$ cat src/rtl/core/cmap_ram.sv
// ----------------------------------------------------------------------------
// cmap_ram
// Generic RAM: one write port, two read ports with registered read data.
// ----------------------------------------------------------------------------
module cmap_ram #(
  parameter int WIDTH = 8,
  parameter int DEPTH = 16
) (
  input  logic                     clk,
  input  logic                     we,
  input  logic [$clog2(DEPTH)-1:0] waddr,
  input  logic [WIDTH-1:0]         wdata,
  input  logic [$clog2(DEPTH)-1:0] raddr_a,
  input  logic [$clog2(DEPTH)-1:0] raddr_b,
  output logic [WIDTH-1:0]         rdata_a,
  output logic [WIDTH-1:0]         rdata_b
);

  logic [WIDTH-1:0] mem [DEPTH];

  always_ff @(posedge clk) begin
    if (we) begin
      mem[waddr] <= wdata;
    end
    rdata_a <= mem[raddr_a];
    rdata_b <= mem[raddr_b];
  end

endmodule

$ cat config.mk
export PLATFORM = sky130hd
export DESIGN_NAME = cmap_ram
export DESIGN_NICKNAME = d
export VERILOG_FILES = /design/src/rtl/core/cmap_ram.sv
export SDC_FILE = /design/constraint.sdc
export NUM_CORES = 1
export LEC_CHECK = 0
export BUFFER_PORTS_ARGS = -buffer_cell sky130_fd_sc_hd__buf_2
export CAP_MARGIN = 20
export CORE_MARGIN = 3
export CORE_UTILIZATION = 35
export DETAILED_ROUTE_END_ITERATION = 12
export GPL_TIMING_DRIVEN = 0
export PLACE_DENSITY_LB_ADDON = 0.12
export SLEW_MARGIN = 5
export SYNTH_ARGS = -nofsm -noshare
export SYNTH_HDL_FRONTEND = slang
export SYNTH_SLANG_ARGS = --single-unit
$ cat constraint.sdc
create_clock -name clk -period 1.7 [get_ports clk]
set_input_delay 0.34 -clock clk [delete_from_list [all_inputs] [get_ports clk]]
set_output_delay 0.34 -clock clk [all_outputs]
set_load 0.02 [all_outputs]
Yosys cells after proc, flatten, opt, wreduce, memory -nomap -nowiden
Memory sizes are Yosys's and may differ from the RTL's. A register that Yosys moved wholly into a read port is not among the register bits.
Cells that the tools add are included.

cells by class
  muxes and demuxes = 2

operators with widths
  operator  number
  $mux 1    2

word-level totals
  word-level logic and storage cells = 3
  memory bits (writable) = 128
  output and inout bits = 16
  memories kept = 1
  register bits after elaboration = 0
  bits of input ports = 22

memories
  name  depth  width  read ports  clocked after Yosys merged registers in  wr ports  line  RTL
  mem   16     8      2           2                                        1         19    logic [WIDTH-1:0] mem [DEPTH];

Logic depth before layout (Yosys ltp)
  depth after elaboration = 2
  mapped depth = 5
  gate-level depth less buffers = 3

Least setup slack after synthesis
OpenSTA, ideal clock, no wires.

  path type = input port to flip-flop
  start point = in waddr[2]
  end point = mem mem[0][0], enable pin
  stages = 2
  path slack = -0.133 ns
  path buffers = 0
  library setup time = 0.383 ns
  arrival = 1.450 ns
  data required time = 1.317 ns
  path through = or3b_2 -> nor3_1

RTL lines
  element      line  RTL
  from (decl)  11    input logic [$clog2(DEPTH)-1:0] waddr,
  to (decl)    19

No word-level cell before the write port.

Worst setup path after layout
  start point = in waddr[1]
  end point = mem mem[13][2], enable pin

No word-level cell before the write port.

==> reports/qor.txt <==
post-route setup TNS: 0 ns
Slew Viols, Final: 0
Hold Path Class: input port to flop
Post-Syn Area: 6350 sq um
Final Wtd Congestion: 0.794
top post-synthesis cells by count: edfxtp_1, mux4_2, a22oi_1
CP Capture Type: flop
number of inserted diodes: 0
Worst Max-Slew Pin Slew: 1.09 ns
Area contributors post-synth: edfxtp_1, mux4_2, mux4_1
initial antenna violation count: 0
final net count: 386
Critical Path RT: 1.73 ns
Die Y: 141 microns
Core Area: 17500 sq um
Hold Startpoint: wdata[6]
Synth area leader: edfxtp_1
gr usage total: 0.168
I/O Buffers: 35
Primary FF master, synth: edfxtp_1
wire per inst: 26.5 microns
EDFF count, synth: 128
CTS tree: done
Finish-stage setup viols: 0
maximum vdd drop: 0.701 mV
r2r setup slk: 0.24 ns
post-detail-place hpwl: 10500 microns
via/cell ratio: 5.61
worst hold slack: 0.305 ns
crit path kind: input port to flop
Power Density: 1140 nW/um^2
Hold Crit Depth: 1
Reg2Reg Depth: 3
Max Clock Freq: 651 MHz
P&R area growth vs syn: 17.9%
CTS max path bufs: 2
largest net degree at the start of global routing: 17
startpoint kind of the worst setup timing path: input port
Synth top area share: 0.606
top-count cell post-synth: edfxtp_1
Die Wd: 141 microns
GR Overflow Total: 0
placed insts: 569
Hold EP: mem[7][6]
cell leakage power: 2.56 nW
initial DRC count: 197
H-tree lvl count: 4
cts hold-fix bufs: 0
fin crit period: 1.54 ns
Hold Fails Final Rpt: 0
Die ar.: 19800 sq um
Distinct cells, synth: 20
Critical Path Fanout Max: 8
Starting Density: 0.362
post-route ant nets: 0
Top-Level Pins: 38
RR Startpoint: mem[1][3]
Syn. warnings: 0
max-cap viol count: 0
Pre-antenna DRT Iters: 4
Final Non-Filler Cells: 602
RSZ-0062 raised after global routing: no
WP data arrival: 1.56 ns
TritonCTS Buffers: 17
ys async rst share: 0
root buffer cell: clkbuf_16
syn_nets: 329
clock slew at reported path FFs: 0.06 ns
register bit total from synthesis: 144
synthesized instance count: 307
Clock Sinks: 144
Final period util: 0.903
sequential area share after synthesis: 0.656
Clock Skew: 0.00776 ns
fraction of layout cells with a size suffix above 1: 0.345
FP Rows: 48
Residual DRC: 0
via count of the first global-routing pass: 3647
status: complete, no violations
RR Endpoint: rdata_a[3]
Syn Area/Cell: 20.7 sq um
Max-slew headroom: 0.274
first-pass GRT wire length: 23200 microns
Via Count: 3379
Clock Latency Late Sink: 0.42 ns
final WL: 15900 microns
[metrics by stage]
stage | instance area (sq um) | power, W | utilization | setup slack, ns
6_report | 7480 | 0.00857 | 0.427 | 0.164
5_1_grt | 7480 | 0.00885 | 0.427 | 0.112
4_1_cts | 7460 | 0.00864 | 0.426 | -0.0659
3_5_place_dp | 6840 | 0.00475 | 0.390 | -0.507
3_3_place_gp | 6810 | 0.00474 | 0.388 | -0.768
2_1_floorplan | 6350 | 0.00448 | - | 0.0939
[report_power, final]
| group | switching, W | internal (W) | total (W) |
|---|---|---|---|
| sequential | 0.0000327 | 0.00396 | 0.00399 |
| clock | 0.00137 | 0.00252 | 0.00389 |
| combinational | 0.000396 | 0.000285 | 0.000680 |
| total | 0.00180 | 0.00677 | 0.00857 |
[worst max-delay path: stages]
cell and delay (ns):
buf_2 0.16, nand2b_1 0.22, nor2_1 0.84
[layout make-up]
class	count	area, sq um
multi-input combinational	143	2040
timing repair buffer	38	201
clock inverter	11	163
fill	1539	10100
clock buffer	21	460
buffer	20	173
sequential	144	4160
tap	225	282
[how the worst max path moves through the flow]
| stage | from | end | slack (ns) | depth (start not counted) |
|---|---|---|---|---|
| after global placement | waddr[2] | mem[8][3] | -0.77 | 3 |
| after CTS | waddr[2] | mem[0][1] | -0.07 | 3 |
| after floorplan | waddr[2] | mem[3][0] | 0.09 | 2 |
| after global routing | waddr[0] | mem[14][1] | 0.11 | 3 |
| final | waddr[1] | mem[13][2] | 0.16 | 3 |
| after detailed placement | waddr[2] | mem[0][1] | -0.51 | 3 |
[layer usage]
metal / vias to the layer above / GRT usage / part of all wire
li1: 1459 / - / -
met5: - / 0 / 0
met4: 0 / 0.0551 / 0.017
met3: 17 / 0.0468 / 0.054
met1: 1774 / 0.205 / 0.41
met2: 129 / 0.289 / 0.52
[logic make-up (layout without fill, tap and decap cells)]
logic type,Yosys count,in the layout,share of synthesized area
mux,64,64,0.244
simple gates,47,47,0.0343
flops,144,144,0.656
compound gates,32,32,0.0379
buf+inv,20,90,0.0272
[flip-flops by register name, summed over array words and instances (netlist names)]
signal	count
rdata_b	8
mem	128
rdata_a	8
[layout by cell type, fill, tap and decap left out, types with 2 or more instances in the layout]
cell type	instances
mux4_1	28
nor2b_1	2
clkbuf_8	2
buf_4	4
and2b_1	2
clkdlybuf4s25_2	6
nand2b_1	2
clkinvlp_4	2
clkbuf_1	2
nand2_1	17
a22oi_1	32
nor3_2	3
nor2_2	2
mux4_4	2
buf_2	41
nor2_1	12
clkbuf_16	17
and2_1	2
mux4_2	34
bufinv_16	4
buf_6	7
clkinv_2	3
nand3b_1	2
dfxtp_1	16
edfxtp_1	128
[what timing repair did]
action | in CTS | in global routing
gates resized for setup | 0 | 3
cloned | 0 | 0
pin swaps | 0 | 0
endpoints found under the hold margin | 0 | 0
buffers inserted | 0 | 0
endpoints found under the setup margin | 32 | 24
(Power assumes the default switching activity.)
