--- config.mk ---
export PLATFORM = sky130hd
export DESIGN_NAME = cmap_chan
export DESIGN_NICKNAME = d
export VERILOG_FILES = /design/src/rtl/core/cmap_pkg.sv /design/src/rtl/core/cmap_chan.sv
export SDC_FILE = /design/constraint.sdc
export NUM_CORES = 2
export LEC_CHECK = 0
export BUFFER_PORTS_ARGS = -buffer_cell sky130_fd_sc_hd__buf_2
export CAP_MARGIN = 20
export CORE_UTILIZATION = 30
export CTS_BUF_LIST = sky130_fd_sc_hd__clkbuf_4
export DETAILED_ROUTE_END_ITERATION = 6
export GPL_TIMING_DRIVEN = 1
export SYNTH_ARGS = -nofsm -noshare
export SYNTH_HDL_FRONTEND = slang
export SYNTH_SLANG_ARGS = --single-unit
--- constraint.sdc ---
create_clock -name clk -period 15.55 [get_ports clk]
set_input_delay 4.665 -clock clk [delete_from_list [all_inputs] [get_ports clk]]
set_output_delay 4.665 -clock clk [all_outputs]
set_load 0.05 [all_outputs]
--- src/rtl/core/cmap_pkg.sv ---
// ----------------------------------------------------------------------------
// cmap_pkg
// Shared widths, codes and types of the piecewise-linear colour map lookup.
// ----------------------------------------------------------------------------
package cmap_pkg;

  localparam int ENTRIES = 16;
  localparam int IDX_W   = 4;
  localparam int Q_W     = 17;
  localparam int Q_FRAC  = 16;
  localparam int CNT_W   = 5;
  localparam int QUO_W   = 9;
  localparam int PROD_W  = 2 * Q_W;
  localparam int NUM_W   = PROD_W + 1;
  localparam int DIVD_W  = NUM_W + 8;
  localparam int ENTRY_W = 5 * Q_W;

  localparam logic [Q_W-1:0]   Q_ONE   = Q_W'(65536);
  localparam logic [CNT_W-1:0] CNT_MIN = CNT_W'(2);
  localparam logic [CNT_W-1:0] CNT_MAX = CNT_W'(ENTRIES);

  localparam logic OP_LOOKUP = 1'b0;
  localparam logic OP_WRITE  = 1'b1;

  typedef struct packed {
    logic [Q_W-1:0] pos;
    logic [Q_W-1:0] red;
    logic [Q_W-1:0] green;
    logic [Q_W-1:0] blue;
    logic [Q_W-1:0] alpha;
  } entry_t;

  typedef struct packed {
    logic [Q_W-1:0] c1;
    logic [Q_W-1:0] c2;
    logic [Q_W-1:0] d;
    logic [Q_W-1:0] t;
    logic [Q_W-1:0] dt;
  } chan_in_t;

endpackage

--- src/rtl/core/cmap_chan.sv ---
// ----------------------------------------------------------------------------
// cmap_chan
// One colour channel: weight products, scale by 255, restoring divide by
// the breakpoint span one quotient bit a stage, saturate to eight bits.
// ----------------------------------------------------------------------------
module cmap_chan import cmap_pkg::*; (
  input  logic       clk,
  input  logic       rst,
  input  logic       in_valid,
  input  chan_in_t   in_data,
  output logic       out_valid,
  output logic [7:0] value
);

  logic              a_valid;
  logic [PROD_W-1:0] a_p1;
  logic [PROD_W-1:0] a_p2;
  logic [Q_W-1:0]    a_d;
  logic              b_valid;
  logic [NUM_W-1:0]  b_num;
  logic [Q_W-1:0]    b_d;

  logic              dv_valid [0:QUO_W];
  logic [DIVD_W-1:0] dv_rem   [0:QUO_W-1];
  logic [Q_W-1:0]    dv_d     [0:QUO_W-1];
  logic [QUO_W-1:0]  dv_quo   [0:QUO_W];
  logic [DIVD_W-1:0] div_sh   [0:QUO_W-1];
  logic              sub_ok   [0:QUO_W-1];

  always_comb begin
    for (int j = 0; j < QUO_W; j++) begin
      div_sh[j] = DIVD_W'({dv_d[j], {Q_FRAC{1'b0}}}) << (QUO_W - 1 - j);
      sub_ok[j] = dv_rem[j] >= div_sh[j];
    end
  end

  always_ff @(posedge clk) begin
    a_p1 <= PROD_W'(in_data.c1) * PROD_W'(in_data.dt);
    a_p2 <= PROD_W'(in_data.c2) * PROD_W'(in_data.t);
    a_d  <= in_data.d;
    b_num <= NUM_W'(a_p1) + NUM_W'(a_p2);
    b_d   <= a_d;
    dv_rem[0] <= {b_num, 8'h00} - DIVD_W'(b_num);
    dv_d[0]   <= b_d;
    dv_quo[0] <= '0;
    for (int j = 0; j < QUO_W; j++) begin
      dv_quo[j+1] <= {dv_quo[j][QUO_W-2:0], sub_ok[j]};
    end
    for (int j = 0; j < QUO_W - 1; j++) begin
      dv_rem[j+1] <= sub_ok[j] ? dv_rem[j] - div_sh[j] : dv_rem[j];
      dv_d[j+1]   <= dv_d[j];
    end
    if (rst) begin
      a_valid <= 1'b0;
      b_valid <= 1'b0;
      for (int j = 0; j <= QUO_W; j++) begin
        dv_valid[j] <= 1'b0;
      end
    end else begin
      a_valid     <= in_valid;
      b_valid     <= a_valid;
      dv_valid[0] <= b_valid;
      for (int j = 1; j <= QUO_W; j++) begin
        dv_valid[j] <= dv_valid[j-1];
      end
    end
  end

  assign out_valid = dv_valid[QUO_W];
  assign value     = dv_quo[QUO_W][QUO_W-1] ? 8'hFF : dv_quo[QUO_W][7:0];

endmodule

### Word level (Yosys, flattened, before mapping)

Memory sizes are Yosys's and may differ from the RTL's.
Index checks and enable logic that the tools add are counted.

* bits in writable memories: 640
* logic and storage cells: 64
* bits in registers: 139
* latch bits: 0
* output and inout bits: 9
* memories: 4
* ROM bits: 0
* input bits: 88

* div/mod/pow operators: 0
* $mul: 2
* bitwise operators: 10
* equality and inequality tests: 0
* multiplexer cells: 22
* add/subtract/negate cells: 10
* shift-type cells: 0
* reductions and logical operators: 0
* magnitude comparators: 9

Memories
* dv_rem: words 9, width 43, read ports 9, clocked after memory_dff 0, wr ports 9, line cmap_chan.sv:24 `logic [DIVD_W-1:0] dv_rem [0:QUO_W-1];`
* dv_d: words 9, width 17, read ports 9, clocked after memory_dff 0, wr ports 9, line cmap_chan.sv:25 `logic [Q_W-1:0] dv_d [0:QUO_W-1];`
* dv_quo: words 10, width 9, read ports 10, clocked after memory_dff 0, wr ports 10, line cmap_chan.sv:26 `logic [QUO_W-1:0] dv_quo [0:QUO_W];`
* dv_valid: words 10, width 1, read ports 10, clocked after memory_dff 0, wr ports 10, line cmap_chan.sv:23 `logic dv_valid [0:QUO_W];`

Operators with widths (count)
* $mux 43: 8
* $sub 43x35->43: 2
* $mul 17x17->34: 2
* $ge 43x33->1: 1
* $ge 43x34->1: 1
* $ge 43x35->1: 1
* $ge 43x36->1: 1
* $ge 43x37->1: 1
* $ge 43x38->1: 1
* $ge 43x39->1: 1
* $ge 43x40->1: 1
* $ge 43x41->1: 1
* $sub 43x34->43: 1
* $sub 43x36->43: 1
* $sub 43x37->43: 1
* $sub 43x38->43: 1
* $sub 43x39->43: 1
* $sub 43x40->43: 1
* $sub 43x41->43: 1
* $add 34x34->35: 1
* $mux 1: 13
* $or 1x1->1: 10
* $mux 8: 1

### Longest topological paths before layout

* depth in word-level cells: 3
* mapped depth: 25

### Least setup slack after synthesis

Ideal clock, no wire load.

* kind: in2reg
* start: in in_data[27] (netlist name)
* end: reg a_p2[31]
* cell stages on the path: 23
* setup slack: 4981 ps
* arrival: 10497 ps
* setup time: 72 ps
* required time: 15478 ps
* cells stage by stage: clkbuf_1 > clkbuf_1 > nand2_1 > fa_1 > inv_1 > fa_1 > inv_1 > fa_1 > inv_1 > fa_1 > fa_1 > inv_1 > fa_1 > inv_1 > ha_1 > and3_1 > a31oi_1 > o21ai_0 > a31oi_1 > o31ai_1 > a211o_1 > a221oi_1 > xnor2_1

* longest elaborated chain between the ends: 1

RTL lines
* from (decl): line cmap_chan.sv:10 `input chan_in_t in_data,`
* $mul 17x17->34: line cmap_chan.sv:39 `a_p2 <= PROD_W'(in_data.c2) * PROD_W'(in_data.t);`
* to (signal assigned): line cmap_chan.sv:39
* to (decl): line cmap_chan.sv:17 `logic [PROD_W-1:0] a_p2;`

Every way passes these cells.
A chain may end at the register's enable or synchronous reset.

### Worst setup path in the final report

* start: in in_data[51] (netlist name)
* end: reg a_p2[31]

Same word-level chain as after synthesis.

==> flow_metrics.py <==
metrics = {
    "worst_setup_path": {
        "cp-end-kind": "flop",
        "crit_buf_inv": 4,
        "crit_top_cell": "fa_1",
        "arrival_ns": 10.91,
        "cpMaxStageDelayCell": "fa_1",
        "cp_max_fo": 17,
        "cp_data_required_time_ns": 16.50,
        "worst_setup_path_start_kind": "primary input",
        "cp_cell_sequence": "buf_2 > nand2_1 > fa_1 > fa_1 > inv_1 > fa_1 > fa_1 > fa_1 > inv_1 > fa_1 > inv_1 > ha_1 > a21oi_1 > o21ai_0 > a31oi_1 > o21ai_0 > a31oi_1 > o31ai_1 > a211o_1 > a221oi_1 > xnor2_1",
        "crit_type": "in2reg",
        "slowest_delay_ns": 0.56,
        "cpLargestDelayFamily": "adder cells",
    },
    "job": {
        "max_cap_viol_count": 0,
    },
    "sta": {
        "finalHoldViolCount": 0,
        "slew_violations": 0,
        "max_freq_mhz": 100,
        "timing.final.crit_period_ns": 9.96,
        "rsz0062_at_grt": "false",
        "setup_viol": 0,
        "tns_ns": 0,
        "worst_slew_pin_slew_ns": 0.870,
        "clock-skew-final_ns": 0.0699,
        "period_share_pct": 64.1,
        "slew-limit-headroom_pct": 41.2,
    },
    "status": {
        "outcome": "completed",
    },
    "drt": {
        "wl_met3_um": 5080,
        "wl_um": 110000,
        "vias": 34215,
        "met2_length_um": 52200,
        "dr.pass1.iters": 6,
        "wire_per_inst_um": 14.8,
        "first_iter_violations": 1746,
        "drcViolationCount": 0,
        "drt-met1-wl_um": 47700,
        "dr.max_layer_used": "met5",
        "routed_via_density": 4.61,
        "detail-route-antenna-nets": 0,
    },
    "clock_network": {
        "cts_setup_buffers": 0,
        "ctsResizeCount": 0,
        "clockBufferDepth": 3,
        "path_clk_slew_ns": 0.06,
        "htreeDepth": 4,
        "cts_sinks": 734,
        "clk_latency_ns": 1.04,
        "hold_buffers": 0,
        "cts_tree": "done",
        "cts_made_buffers": 172,
        "root_buffer": "clkbuf_4",
    },
    "yosys": {
        "syn-num-nets": 6058,
        "synth-main-ff-cell": "dfxtp_1",
        "ys_async_sr_fraction_pct": 0,
        "ys_warn_count": 0,
        "ys_ff_latch": 734,
        "ys_types": 82,
        "netlist_area_mm2": 0.0477,
        "synth_area_per_cell_um2": 9.38,
        "synth-edff-count": 0,
        "syn_inst": 5082,
        "ys_seq_area_share_pct": 30.8,
    },
    "die": {
        "initial_core_util_pct": 30.4,
        "rows": 145,
        "core_mm2": 0.157,
        "die_area_mm2": 0.161,
        "io_pins": 97,
        "die_w_um": 401,
        "die_y_um": 401,
    },
    "global_route": {
        "grt_max_degree": 36,
        "grt_pass1_wl_um": 180000,
        "grt.overflow.total": 0,
        "antenna_found_initial": 15,
        "grt_usage_pct": 13.7,
        "first_global_vias": 35676,
    },
    "cells_and_area": {
        "area_delta_synth_final_pct": 10.1,
        "final_common_cell": "inv_1",
        "layout-drive-gt1-share_pct": 8.33,
        "nFillCells": 16177,
        "mostFrequentLayoutCells": "800 x inv_1, 734 x dfxtp_1, 502 x nand2_1",
        "layout.nets": 6208,
    },
    "placed_design": {
        "place_congestion": 0.921,
        "dp_hpwl_um": 87300,
        "port_buffers": 96,
    },
    "hold_path": {
        "hp-class": "reg2reg",
    },
}
[routing by layer]
metal / global-route usage (%) / up-vias
met5: 0 / -
met4: 6.50 / 22
met3: 2.50 / 254
met2: 23.4 / 803
met1: 16.6 / 16247
li1: - / 16889
[layout make-up]
type	count	area (um2)	area share [%]
antenna	10	25.0	0.0477
clock buffer	246	1850	3.52
clock inverter	51	339	0.646
inverter	800	3000	5.72
multi-input combinational	3421	29500	56.1
sequential	734	14700	28.0
tap	2058	2570	4.91
timing repair buffer	103	533	1.02
[state kept, by name (all words and copies together), names as in the netlist]
signal / count
dv_rem: 387
b_d: 17
dv_valid: 10
a_p1: 34
b_num: 35
a_d: 17
b_valid: 1
a_valid: 1
dv_d: 153
dv_quo: 45
a_p2: 34
[Yosys cell counts (all sizes together) (5+ instances only)]
| library cell | instances | share of area (%) |
|---|---|---|
| a2111oi | 11 | 0.25 |
| a211oi | 41 | 0.65 |
| a21boi | 8 | 0.13 |
| a21o | 111 | 1.8 |
| a21oi | 262 | 2.8 |
| a31oi | 21 | 0.28 |
| a41oi | 11 | 0.20 |
| and2 | 273 | 3.6 |
| and3 | 21 | 0.28 |
| and4 | 11 | 0.20 |
| buf | 15 | 0.15 |
| clkbuf | 111 | 0.87 |
| dfxtp | 734 | 31 |
| fa | 457 | 19 |
| ha | 431 | 11 |
| inv | 800 | 6.3 |
| mux2 | 35 | 0.83 |
| mux2i | 6 | 0.13 |
| nand2 | 502 | 4.0 |
| nand2b | 38 | 0.50 |
| nand3 | 46 | 0.48 |
| nand4 | 44 | 0.58 |
| nor2 | 232 | 1.8 |
| nor2b | 56 | 0.73 |
| nor3 | 60 | 0.64 |
| nor4 | 60 | 0.79 |
| nor4b | 7 | 0.13 |
| o211ai | 15 | 0.25 |
| o21a | 44 | 0.69 |
| o21ai | 188 | 2.0 |
| o21bai | 28 | 0.44 |
| o31a | 13 | 0.24 |
| o31ai | 11 | 0.20 |
| or2 | 18 | 0.24 |
| or3 | 17 | 0.22 |
| or4 | 13 | 0.22 |
| or4b | 5 | 0.12 |
| xnor2 | 172 | 3.2 |
| xor2 | 93 | 1.7 |
[kinds of logic after synthesis]
family | after synthesis | share of synthesized area, %
xor+xnor | 265 | 4.87
buf+inv | 927 | 7.37
fa+ha+maj | 888 | 30.5
compound gates | 807 | 10.7
mux | 41 | 0.953
flops | 734 | 30.8
simple gates | 1420 | 14.8
[worst register-to-register path, stage by stage (launching register included)]
cell and delay [ns]:
dfxtp_1 0.34, inv_1 0.05, ha_1 0.34, nand2_1 0.13
nor2_1 0.40, nand4_1 0.17, nor3_1 0.64, nor4b_1 0.25
inv_1 0.14, nor2_2 0.05, buf_4 0.23, a2111oi_0 0.55
xor2_1 0.12
[per-stage QoR]
stage | instances | utilization, % | instance area (um2) | setup slack [ns] | hold slack [ns]
2_1_floorplan | 5082 | - | 47700 | 4.98 | 0.310
3_3_place_gp | 7116 | 32.0 | 50300 | 4.63 | 0.310
3_5_place_dp | 7116 | 32.0 | 50300 | 4.59 | 0.312
4_1_cts | 7413 | 33.4 | 52500 | 5.76 | 0.305
5_1_grt | 7422 | 33.4 | 52500 | 5.40 | 0.298
6_report | 7423 | 33.4 | 52500 | 5.59 | 0.303
[path summary, 6_finish.rpt]
| path | startpoint | slack [ns] | depth (start not counted) | to |
|---|---|---|---|---|
| setup / recovery | in_data[51] | 5.59 | 21 | a_p2[31]$_DFF_P_ |
| hold / removal | dv_d[0][33]$_DFF_P_ | 0.30 | 0 | dv_d[0][50]$_DFF_P_ |
| setup reg to reg | dv_d[0][101]$_DFF_P_ | 11.99 | 12 | dv_rem[0][294]$_DFF_P_ |
| hold reg to reg | dv_d[0][33]$_DFF_P_ | 0.30 | 0 | dv_d[0][50]$_DFF_P_ |
Power is not shown: default switching activity piles up to over one toggle a cycle in this logic, so the estimate is an artifact.
